--- config.mk ---
export PLATFORM = sky130hd
export DESIGN_NAME = euler_camera_orientation
export DESIGN_NICKNAME = d
export VERILOG_FILES = /design/src/hdl/ecam_pkg.sv /design/src/hdl/euler_camera_orientation.sv /design/src/hdl/ecam_cordic.sv
export SDC_FILE = /design/constraint.sdc
export NUM_CORES = 2
export LEC_CHECK = 0
export CORE_UTILIZATION = 46
export CTS_CLUSTER_SIZE = 20
export DETAILED_ROUTE_END_ITERATION = 12
export DONT_BUFFER_PORTS = 1
export GPL_ROUTABILITY_DRIVEN = 0
export GPL_TIMING_DRIVEN = 0
export PLACE_DENSITY = 0.62
export SKIP_CTS_REPAIR_TIMING = 1
export SLEW_MARGIN = 30
export SYNTH_ARGS = -nofsm -noshare
export SYNTH_HDL_FRONTEND = slang
export SYNTH_SLANG_ARGS = --single-unit
--- constraint.sdc ---
create_clock -name clk -period 15.2 [get_ports clk]
set_clock_uncertainty 0.2 [all_clocks]
set_input_delay 0.76 -clock clk [delete_from_list [all_inputs] [get_ports clk]]
set_output_delay 0.76 -clock clk [all_outputs]
set_load 0.1 [all_outputs]
--- src/hdl/ecam_pkg.sv ---
`default_nettype none
package ecam_pkg;

  localparam int ANGLE_FRAC_BITS = 6;
  localparam int DIR_FRAC_BITS   = 14;
  localparam int CORDIC_STEPS    = 16;

  localparam int ATAN_LEN = 24;
  localparam int NSTEPS   = (CORDIC_STEPS > ATAN_LEN) ? ATAN_LEN : CORDIC_STEPS;
  localparam int STEP_W   = 5;

  localparam int FULL    = 360 << ANGLE_FRAC_BITS;
  localparam int HALF    = 180 << ANGLE_FRAC_BITS;
  localparam int QUARTER = 90 << ANGLE_FRAC_BITS;
  localparam int ZFRAC   = 16;
  localparam int ZSHIFT  = ZFRAC - ANGLE_FRAC_BITS;

  localparam int AW  = 17;          // stored angle
  localparam int TW  = 19;          // angle sums
  localparam int RW  = 19;          // angle reduction
  localparam int ZW  = 25;          // cordic residual angle
  localparam int XW  = 34;          // cordic x and y
  localparam int PW  = 70;          // full direction products
  localparam int LOW = 17;          // low slice of a split operand
  localparam int MAW = LOW + 1;
  localparam int MBW = XW + 1;
  localparam int MPW = MAW + MBW;

  localparam int IN_W  = 176;
  localparam int OUT_W = 200;

  localparam int DIR_HI = ((1 << DIR_FRAC_BITS) > 32767) ? 32767 : (1 << DIR_FRAC_BITS);
  localparam int DIR_LO = -(1 << DIR_FRAC_BITS);
  localparam int PROD_SHIFT = 60 - DIR_FRAC_BITS;
  localparam int SIN_SHIFT  = 30 - DIR_FRAC_BITS;

  localparam logic signed [XW-1:0] KGAIN = XW'(652032874);

  typedef enum logic [2:0] {
    ACT_ROTATE      = 3'd0,
    ACT_MOVE        = 3'd1,
    ACT_SET_POS     = 3'd2,
    ACT_SET_ROLL    = 3'd3,
    ACT_SET_PITCH   = 3'd4,
    ACT_SET_HEADING = 3'd5
  } ecam_action_t;

  typedef struct packed {
    logic                 done;
    logic signed [XW-1:0] sin_v;
    logic signed [XW-1:0] cos_v;
  } ecam_trig_t;

  // arctangent of 2^-i in degrees times 2^16
  function automatic logic signed [ZW-1:0] atan_deg(input logic [STEP_W-1:0] idx);
    logic signed [ZW-1:0] v;
    case (idx)
      5'd0:  v = ZW'(2949120);
      5'd1:  v = ZW'(1740967);
      5'd2:  v = ZW'(919879);
      5'd3:  v = ZW'(466945);
      5'd4:  v = ZW'(234379);
      5'd5:  v = ZW'(117304);
      5'd6:  v = ZW'(58666);
      5'd7:  v = ZW'(29335);
      5'd8:  v = ZW'(14668);
      5'd9:  v = ZW'(7334);
      5'd10: v = ZW'(3667);
      5'd11: v = ZW'(1833);
      5'd12: v = ZW'(917);
      5'd13: v = ZW'(458);
      5'd14: v = ZW'(229);
      5'd15: v = ZW'(115);
      5'd16: v = ZW'(57);
      5'd17: v = ZW'(29);
      5'd18: v = ZW'(14);
      5'd19: v = ZW'(7);
      5'd20: v = ZW'(4);
      5'd21: v = ZW'(2);
      5'd22: v = ZW'(1);
      default: v = '0;
    endcase
    return v;
  endfunction

  // round half up by sh bits, then clamp to the direction range
  function automatic logic signed [15:0] rnd_clamp(input logic signed [PW-1:0] v,
                                                    input int sh);
    logic signed [PW-1:0] rnd;
    logic signed [PW-1:0] t;
    logic signed [15:0]   r;
    rnd = PW'(1) << (sh - 1);
    t = (v + rnd) >>> sh;
    if (t > DIR_HI) r = 16'(DIR_HI);
    else if (t < DIR_LO) r = 16'(DIR_LO);
    else r = 16'(t);
    return r;
  endfunction

endpackage
`default_nettype wire

--- src/hdl/euler_camera_orientation.sv ---
// camera orientation engine: roll, pitch and heading angles, a unit view
// direction and an eye position, updated by one action word at a time.
// input channel: in_tuser carries the action, in_tdata the deltas, the
// absolute angle, the move speed and the new position. output channel: one
// word per action reporting the full state after it.
// rotate and the three set actions run the sine/cosine engine twice (pitch
// then heading), each pass a start, an angle reduction, the cordic steps and
// a hand-over, then the split products on the shared multiplier and the
// output load. move runs its three products on the shared multiplier, then
// loads the output; set_position and unused codes load the output directly.
// in_tready is high only while the sequencer is idle, so one action is in
// flight at a time; the sine/cosine loop and the shared multiplier set
// the rate.
// the result sits in an output register; the next action is taken while it
// waits, and that action holds in its final state until the word is taken.
// reset: angles zero, direction unit z, eye at the origin, no word pending.
`default_nettype none
module euler_camera_orientation import ecam_pkg::*; (
  input  logic             clk,
  input  logic             rst_n,
  input  logic             in_tvalid,
  output logic             in_tready,
  // delta_roll, delta_pitch, delta_heading, angle_value, speed, pos_x, pos_y, pos_z
  input  logic [IN_W-1:0]  in_tdata,
  // action
  input  logic [2:0]       in_tuser,
  output logic             out_tvalid,
  input  logic             out_tready,
  // out_dir_x, out_dir_y, out_dir_z, out_eye_x, out_eye_y, out_eye_z,
  // out_roll, out_pitch, out_heading, zero fill
  output logic [OUT_W-1:0] out_tdata
);

  typedef enum logic [2:0] {S_IDLE, S_TRIG, S_MUL, S_MOVE, S_FIN} state_t;

  state_t                state_r;
  logic signed [AW-1:0]  roll_r;
  logic signed [AW-1:0]  pitch_r;
  logic signed [AW-1:0]  heading_r;
  logic signed [15:0]    dirx_r;
  logic signed [15:0]    diry_r;
  logic signed [15:0]    dirz_r;
  logic signed [31:0]    eyex_r;
  logic signed [31:0]    eyey_r;
  logic signed [31:0]    eyez_r;
  logic signed [15:0]    speed_r;
  logic signed [XW-1:0]  cp_r;
  logic signed [XW-1:0]  sh_r;
  logic signed [XW-1:0]  ch_r;
  logic                  hsel_r;
  logic                  launched_r;
  logic [2:0]            mc_r;
  logic signed [PW-1:0]  acc_r;
  logic signed [MPW-1:0] prod_r;
  logic                  out_valid_r;
  logic [OUT_W-1:0]      out_data_r;

  logic signed [MAW-1:0] mul_a;
  logic signed [MBW-1:0] mul_b;
  logic signed [PW-1:0]  full_prod;
  logic                  cstart;
  logic signed [AW-1:0]  cangle;
  ecam_trig_t            trig;

  logic [2:0]            act;
  logic signed [15:0]    d_roll;
  logic signed [15:0]    d_pitch;
  logic signed [15:0]    d_heading;
  logic signed [15:0]    ang_val;
  logic signed [15:0]    spd;

  assign act       = in_tuser;
  assign d_roll    = in_tdata[15:0];
  assign d_pitch   = in_tdata[31:16];
  assign d_heading = in_tdata[47:32];
  assign ang_val   = in_tdata[63:48];
  assign spd       = in_tdata[79:64];

  function automatic logic signed [AW-1:0] wrap_sym(input logic signed [AW-1:0] a,
                                                    input logic signed [15:0] d);
    logic signed [TW-1:0] t;
    t = TW'(a) + TW'(d);
    if (t < -HALF) t = t + TW'(FULL);
    else if (t >= HALF) t = t - TW'(FULL);
    return t[AW-1:0];
  endfunction

  function automatic logic signed [AW-1:0] wrap_pos(input logic signed [AW-1:0] a,
                                                    input logic signed [15:0] d);
    logic signed [TW-1:0] t;
    t = TW'(a) + TW'(d);
    if (t < 0) t = t + TW'(FULL);
    else if (t >= FULL) t = t - TW'(FULL);
    return t[AW-1:0];
  endfunction

  function automatic logic signed [31:0] move_axis(input logic signed [31:0] e,
                                                   input logic signed [MPW-1:0] p);
    logic signed [MPW-1:0] rnd;
    logic signed [MPW-1:0] rs;
    logic signed [MPW:0]   s;
    logic signed [31:0]    r;
    rnd = MPW'(1) << (DIR_FRAC_BITS - 1);
    rs  = (p + rnd) >>> DIR_FRAC_BITS;
    s   = (MPW + 1)'(e) + (MPW + 1)'(rs);
    if (s[MPW:31] != {(MPW - 30){s[MPW]}}) r = s[MPW] ? 32'h8000_0000 : 32'h7fff_ffff;
    else r = s[31:0];
    return r;
  endfunction

  assign cstart = (state_r == S_TRIG) && !launched_r;
  assign cangle = hsel_r ? heading_r : pitch_r;

  ecam_cordic u_cordic (
    .clk   (clk),
    .rst_n (rst_n),
    .start (cstart),
    .angle (cangle),
    .trig  (trig)
  );

  // shared multiplier: split heading terms times cos pitch, or direction times speed
  always_comb begin
    mul_a = '0;
    mul_b = '0;
    case (state_r)
      S_MUL: begin
        mul_b = MBW'(cp_r);
        case (mc_r)
          3'd0:    mul_a = $signed({1'b0, sh_r[LOW-1:0]});
          3'd1:    mul_a = MAW'($signed(sh_r[XW-1:LOW]));
          3'd2:    mul_a = $signed({1'b0, ch_r[LOW-1:0]});
          default: mul_a = MAW'($signed(ch_r[XW-1:LOW]));
        endcase
      end
      S_MOVE: begin
        mul_b = MBW'(speed_r);
        case (mc_r)
          3'd0:    mul_a = MAW'(dirx_r);
          3'd1:    mul_a = MAW'(diry_r);
          default: mul_a = MAW'(dirz_r);
        endcase
      end
      default: begin
        mul_a = '0;
        mul_b = '0;
      end
    endcase
    full_prod = acc_r + (PW'(prod_r) <<< LOW);
  end

  always_ff @(posedge clk) begin
    if (!rst_n) begin
      state_r     <= S_IDLE;
      out_valid_r <= 1'b0;
      hsel_r      <= 1'b0;
      launched_r  <= 1'b0;
      mc_r        <= '0;
      roll_r      <= '0;
      pitch_r     <= '0;
      heading_r   <= '0;
      dirx_r      <= '0;
      diry_r      <= '0;
      dirz_r      <= 16'(DIR_HI);
      eyex_r      <= '0;
      eyey_r      <= '0;
      eyez_r      <= '0;
    end else begin
      prod_r <= mul_a * mul_b;
      if (out_tready && state_r != S_FIN) out_valid_r <= 1'b0;
      case (state_r)
        S_IDLE: begin
          if (in_tvalid) begin
            hsel_r     <= 1'b0;
            launched_r <= 1'b0;
            mc_r       <= '0;
            state_r    <= S_TRIG;
            case (act)
              ACT_ROTATE: begin
                roll_r    <= wrap_sym(roll_r, d_roll);
                pitch_r   <= wrap_sym(pitch_r, d_pitch);
                heading_r <= wrap_pos(heading_r, d_heading);
              end
              ACT_MOVE: begin
                speed_r <= spd;
                state_r <= S_MOVE;
              end
              ACT_SET_POS: begin
                eyex_r  <= in_tdata[111:80];
                eyey_r  <= in_tdata[143:112];
                eyez_r  <= in_tdata[175:144];
                state_r <= S_FIN;
              end
              ACT_SET_ROLL:    roll_r    <= AW'(ang_val);
              ACT_SET_PITCH:   pitch_r   <= AW'(ang_val);
              ACT_SET_HEADING: heading_r <= AW'(ang_val);
              default:         state_r   <= S_FIN;
            endcase
          end
        end
        S_TRIG: begin
          launched_r <= 1'b1;
          if (trig.done) begin
            launched_r <= 1'b0;
            if (!hsel_r) begin
              cp_r   <= trig.cos_v;
              diry_r <= rnd_clamp(PW'($signed(trig.sin_v)), SIN_SHIFT);
              hsel_r <= 1'b1;
            end else begin
              sh_r    <= trig.sin_v;
              ch_r    <= trig.cos_v;
              mc_r    <= '0;
              state_r <= S_MUL;
            end
          end
        end
        S_MUL: begin
          mc_r <= mc_r + 1'b1;
          case (mc_r)
            3'd1: acc_r <= PW'(prod_r);
            3'd2: dirx_r <= rnd_clamp(full_prod, PROD_SHIFT);
            3'd3: acc_r <= PW'(prod_r);
            3'd4: begin
              dirz_r  <= rnd_clamp(-full_prod, PROD_SHIFT);
              state_r <= S_FIN;
            end
            default: ;
          endcase
        end
        S_MOVE: begin
          mc_r <= mc_r + 1'b1;
          case (mc_r)
            3'd1: eyex_r <= move_axis(eyex_r, prod_r);
            3'd2: eyey_r <= move_axis(eyey_r, prod_r);
            3'd3: begin
              eyez_r  <= move_axis(eyez_r, prod_r);
              state_r <= S_FIN;
            end
            default: ;
          endcase
        end
        S_FIN: begin
          if (!out_valid_r || out_tready) begin
            out_data_r  <= {5'b0, heading_r, pitch_r, roll_r, eyez_r, eyey_r, eyex_r,
                            dirz_r, diry_r, dirx_r};
            out_valid_r <= 1'b1;
            state_r     <= S_IDLE;
          end
        end
        default: state_r <= S_IDLE;
      endcase
    end
  end

  assign in_tready  = (state_r == S_IDLE);
  assign out_tvalid = out_valid_r;
  assign out_tdata  = out_data_r;

`ifndef SYNTHESIS
  ast_trig_owner: assert property (@(posedge clk) disable iff (!rst_n)
    trig.done |-> state_r == S_TRIG)
    else $error("sine/cosine result outside the trig phase");

  ast_dir_range: assert property (@(posedge clk) disable iff (!rst_n)
    dirx_r >= DIR_LO && dirx_r <= DIR_HI && diry_r >= DIR_LO && diry_r <= DIR_HI &&
    dirz_r >= DIR_LO && dirz_r <= DIR_HI)
    else $error("direction component out of range");

  ast_one_in_flight: assert property (@(posedge clk) disable iff (!rst_n)
    in_tvalid && in_tready |=> !in_tready)
    else $error("second word taken while an action is in flight");
`endif

endmodule
`default_nettype wire

--- src/hdl/ecam_cordic.sv ---
`default_nettype none
module ecam_cordic import ecam_pkg::*; (
  input  logic                 clk,
  input  logic                 rst_n,
  input  logic                 start,
  input  logic signed [AW-1:0] angle,
  output ecam_trig_t           trig
);

  typedef enum logic [1:0] {C_IDLE, C_RED, C_ROT} cstate_t;

  localparam logic signed [RW-1:0] FULL_R    = RW'(FULL);
  localparam logic signed [RW-1:0] HALF_R    = RW'(HALF);
  localparam logic signed [RW-1:0] QUARTER_R = RW'(QUARTER);

  cstate_t              state_r;
  logic signed [RW-1:0] r_r;
  logic signed [RW-1:0] r2;
  logic signed [RW-1:0] r3;
  logic                 negc;
  logic                 negc_r;
  logic signed [ZW-1:0] z0;
  logic signed [ZW-1:0] z_r;
  logic signed [XW-1:0] x_r;
  logic signed [XW-1:0] y_r;
  logic signed [XW-1:0] xs;
  logic signed [XW-1:0] ys;
  logic [STEP_W-1:0]    i_r;
  logic                 done_r;

  // fold the reduced angle into [-90,90] degrees
  always_comb begin
    r2   = (r_r >= HALF_R) ? r_r - FULL_R : r_r;
    r3   = r2;
    negc = 1'b0;
    if (r2 > QUARTER_R) begin
      r3   = HALF_R - r2;
      negc = 1'b1;
    end else if (r2 < -QUARTER_R) begin
      r3   = -HALF_R - r2;
      negc = 1'b1;
    end
    z0 = ZW'(r3) <<< ZSHIFT;
    xs = x_r >>> i_r;
    ys = y_r >>> i_r;
  end

  always_ff @(posedge clk) begin
    if (!rst_n) begin
      state_r <= C_IDLE;
      done_r  <= 1'b0;
    end else begin
      done_r <= 1'b0;
      case (state_r)
        C_IDLE: begin
          if (start) begin
            r_r     <= RW'(angle);
            state_r <= C_RED;
          end
        end
        C_RED: begin
          if (r_r < 0) begin
            r_r <= r_r + FULL_R;
          end else if (r_r >= FULL_R) begin
            r_r <= r_r - FULL_R;
          end else begin
            z_r     <= z0;
            negc_r  <= negc;
            x_r     <= KGAIN;
            y_r     <= '0;
            i_r     <= '0;
            state_r <= C_ROT;
          end
        end
        C_ROT: begin
          if (z_r >= 0) begin
            x_r <= x_r - ys;
            y_r <= y_r + xs;
            z_r <= z_r - atan_deg(i_r);
          end else begin
            x_r <= x_r + ys;
            y_r <= y_r - xs;
            z_r <= z_r + atan_deg(i_r);
          end
          i_r <= i_r + 1'b1;
          if (i_r == STEP_W'(NSTEPS - 1)) begin
            done_r  <= 1'b1;
            state_r <= C_IDLE;
          end
        end
        default: state_r <= C_IDLE;
      endcase
    end
  end

  assign trig.done  = done_r;
  assign trig.sin_v = y_r;
  assign trig.cos_v = negc_r ? -x_r : x_r;

endmodule
`default_nettype wire

==> key figures <==
Route
  – WL met1: roughly 110,000 um
  – Drt first pass iters: 6
  – Post-detailed-route wirelength per cell: ~24 um
  – Via count: between 60,000 and 70,000
  – Detail Route met2 WL: 114,000 um
  – Post-route ant nets: 0
  – Final WL: around 260,000 um
  – Starting DRT DRC Count: 6,818
  – DRC violations left: 0
  – DR top layer: met5
  – Metal3 WL: around 28,000 um
  – Via-per-instance ratio: approximately 6.1

Clocking
  – CTS max path bufs: 3
  – Clock slew at reported path FFs: 0.06 ns
  – TritonCTS clock tree: yes
  – Clock sinks: 766
  – CTS buffer count: between 80 and 90
  – Later-pin clock latency in the skew report: about 0.75 ns
  – H-tree Lvls: 3
  – Clk root buf: clkbuf_16

Die
  – Die span in y: 408 um
  – Starting Density: 46.5%
  – Top Ports: approximately 390
  – Die W: 408 um
  – Die area: ~170,000 sq um
  – Core region area: roughly 160,000 sq um
  – Rows: 148

Global route
  – Largest net degree at the start of global routing: 57
  – Number of global-route vias before repair: roughly 62,000
  – Gr ovfl total: 0
  – First-pass GRT wire length: ~390,000 um
  – Initial antenna violation count: 31
  – Total Routing Usage GR: between 30% and 40%

Worst setup path
  – Most used cell, CP: fa_1
  – CP max-delay cell: clkbuf_1
  – CP max stage delay: roughly 0.81 ns
  – Arrival @ worst endpoint: 12.96 ns
  – Critical Path Sink Type: register
  – Worst R2R Path Depth: 35
  – Crit path kind: reg2reg
  – Crit path from: state_r[1]$_SDFFE_PN0P_
  – R2r startpoint: state_r[1]$_SDFFE_PN0P_
  – WP data required: 15.42 ns
  – Critical path startpoint category: register
  – Worst-path fanout max: 10

Power
  – Static Leak: ~34 nW
  – Worst vdd ir: around 0.12 mV
  – Pwr Density: roughly 120 nW/um^2

Placement
  – Hpwl dp: approximately 210,000 um
  – DP Cell Count: approximately 11,000
  – Port Buf Inserts: 0

Synthesis
  – Post-synth EDFFs: 537
  – Syn Area/Cell: between 9 and 10 sq um
  – Synth warn: 0
  – Asr flop ratio synth: 0%
  – Cell taking the most area after synthesis: edfxtp_1
  – Synth area leaders: edfxtp_1 (21%), fa_1 (16%), ha_1 (7.8%), dfxtp_1 (6.0%), nand2_1 (4.6%)
  – Post-synth cell types: between 100 and 150
  – Yosys top cell area share: a little over a fifth
  – Synth Flop Type: edfxtp_1
  – Cells after Synth: 8,370
  – Commonest cells in the netlist: nand2_1 (925), inv_1 (898), nor2_1 (730)
  – Top-count cell post-synth: nand2_1
  – Mapped Area: around 76,000 sq um
  – Synthesized flop and latch total: 766
  – Post-synthesis sequential area ratio: between 20% and 30%

Run
  – MaxCap Viol Count: 0

STA
  – RSZ-0062 raised after global routing: false
  – Hold Fails Final Rpt: 1
  – Slew Limit Fails: 0
  – Relative slew slack: 25.0%
  – Maximum clock frequency: approximately 78 MHz
  – Worst hold slack: -0.000352 ns
  – Worst-margin pin slew: ~1.1 ns
  – Period utilisation layout: 83.8%
  – Post-route setup TNS: 0 ns
  – Endpoints failing setup: 0
  – Min cycle time layout: approximately 13 ns

Run status
  – Status: finished, violations left
  – Failing checks: negative hold slack

Layout
  – Final #Nets: 9,777
  – Fin cells: 10,784
  – Layout Area Growth over Synthesis: 9.13%
  – Share of layout cells above drive strength 1: 5.91%
  – FILL cells: 15,187

Hold path
  – Hold Crit Depth: 2
  – HP Start: in_tdata[53]
  – Worst min-delay path class: in2reg
==> per-stage QoR <==
stage                     utilization, %  power [mW]  setup WS, ns  hold WS (ns)  area, sq um
after floorplan                        -        6.51          5.50         0.224        75900
after global placement              48.1        7.81          2.34         0.255        78600
after detailed placement            48.6        7.92          2.72         0.256        79400
after CTS                           50.5        10.2          2.65       -0.0864        82500
after global routing                50.7        10.9          2.08      0.000957        82800
final                               50.7        10.3          2.46     -0.000352        82800
==> metal layers <==
layer	global-route usage [%]	vias to the layer above
li1	-	29526
met5	0	-
met4	15.4	30
met1	41.0	31970
met3	6.94	654
met2	46.8	3478
==> where the power goes <==
part / switching, mW / internal, mW / leakage (nW)
registers: 0.541 / 2.49 / 6.80
logic: 3.20 / 1.83 / 25.8
clock network: 0.975 / 1.31 / 1.46
==> critical path: cells and delay by family (launching register included) <==
kind            cells  cell delay (ns)
xor+xnor            1             0.13
fa+ha+maj           7             3.41
flops               1             0.44
simple gates        6             1.78
compound gates     12             3.67
buf+inv             9             2.73
==> kinds of logic (layout without fill, tap and decap cells) <==
group / Yosys count / in the layout / share of synthesized area [%]
buffers and inverters: 1290 / 1513 / 6.51
and+or+nand+nor: 2632 / 2632 / 16.1
DFF: 766 / 766 / 27.3
adders and majority gates: 1071 / 1071 / 23.6
other: 1 / 17 / 0.00494
AOI/OAI and AO/OA: 1889 / 1889 / 16.5
xor gates and xnor gates: 494 / 494 / 5.71
muxes: 227 / 227 / 4.30
==> cell type report <==
class / instances / area (sq um) / share of cell area, %
inverters: 904 / 3390 / 4.10
repair buffers: 59 / 852 / 1.03
clock inverters: 59 / 774 / 0.935
clock buffers: 105 / 2310 / 2.78
multi-input cells: 6318 / 50500 / 60.9
plain buffers: 386 / 1560 / 1.89
flip-flops and latches: 766 / 20700 / 25.0
diodes: 12 / 30.0 / 0.0363
well taps: 2175 / 2720 / 3.29
==> final timing paths <==
path | end | slack, ns
worst max-delay path | prod_r[52]$_DFFE_PP_ | 2.46
worst min-delay path | heading_r[5]$_SDFFE_PN0P_ | -0.0004
worst max register to register | prod_r[52]$_DFFE_PP_ | 2.46
worst min register to register | out_tdata[103]$_DFFE_PP_ | 0.27
==> sequential cells by signal, summed over array words and instances, names as in the netlist, 16 cells and up, named ones only <==
name and cells:
sh_r 34, heading_r 17, cp_r 34, u_cordic.z_r 25
diry_r 16, u_cordic.y_r 34, u_cordic.r_r 19, eyex_r 32
speed_r 16, pitch_r 17, dirz_r 16, eyez_r 32
out_tdata 195, eyey_r 32, prod_r 53, dirx_r 16
ch_r 34, roll_r 17, acc_r 53, u_cordic.x_r 34
==> layout by cell type (no fill, tap or decap), types with 42 or more instances in the layout <==
master / n
nand2_1: 925
and3_1: 75
nand3_1: 175
edfxtp_1: 537
or2_2: 43
clkbuf_16: 88
a21oi_1: 440
xor2_1: 155
and2_1: 79
nor2b_1: 68
mux4_2: 72
buf_1: 42
o211ai_1: 63
a221oi_1: 66
o21ai_0: 378
ha_1: 471
xnor2_1: 332
o21a_1: 72
nand2b_1: 127
a31oi_1: 55
nor3_1: 135
a211oi_1: 63
o21ai_1: 50
o31ai_1: 78
or3_1: 75
mux2i_1: 84
dfxtp_1: 228
inv_1: 898
o21bai_1: 42
clkbuf_1: 312
mux2_2: 69
nand4_1: 50
nor2_1: 728
fa_1: 600
a22oi_1: 61
a21o_1: 174
(Power assumes the default switching activity.)
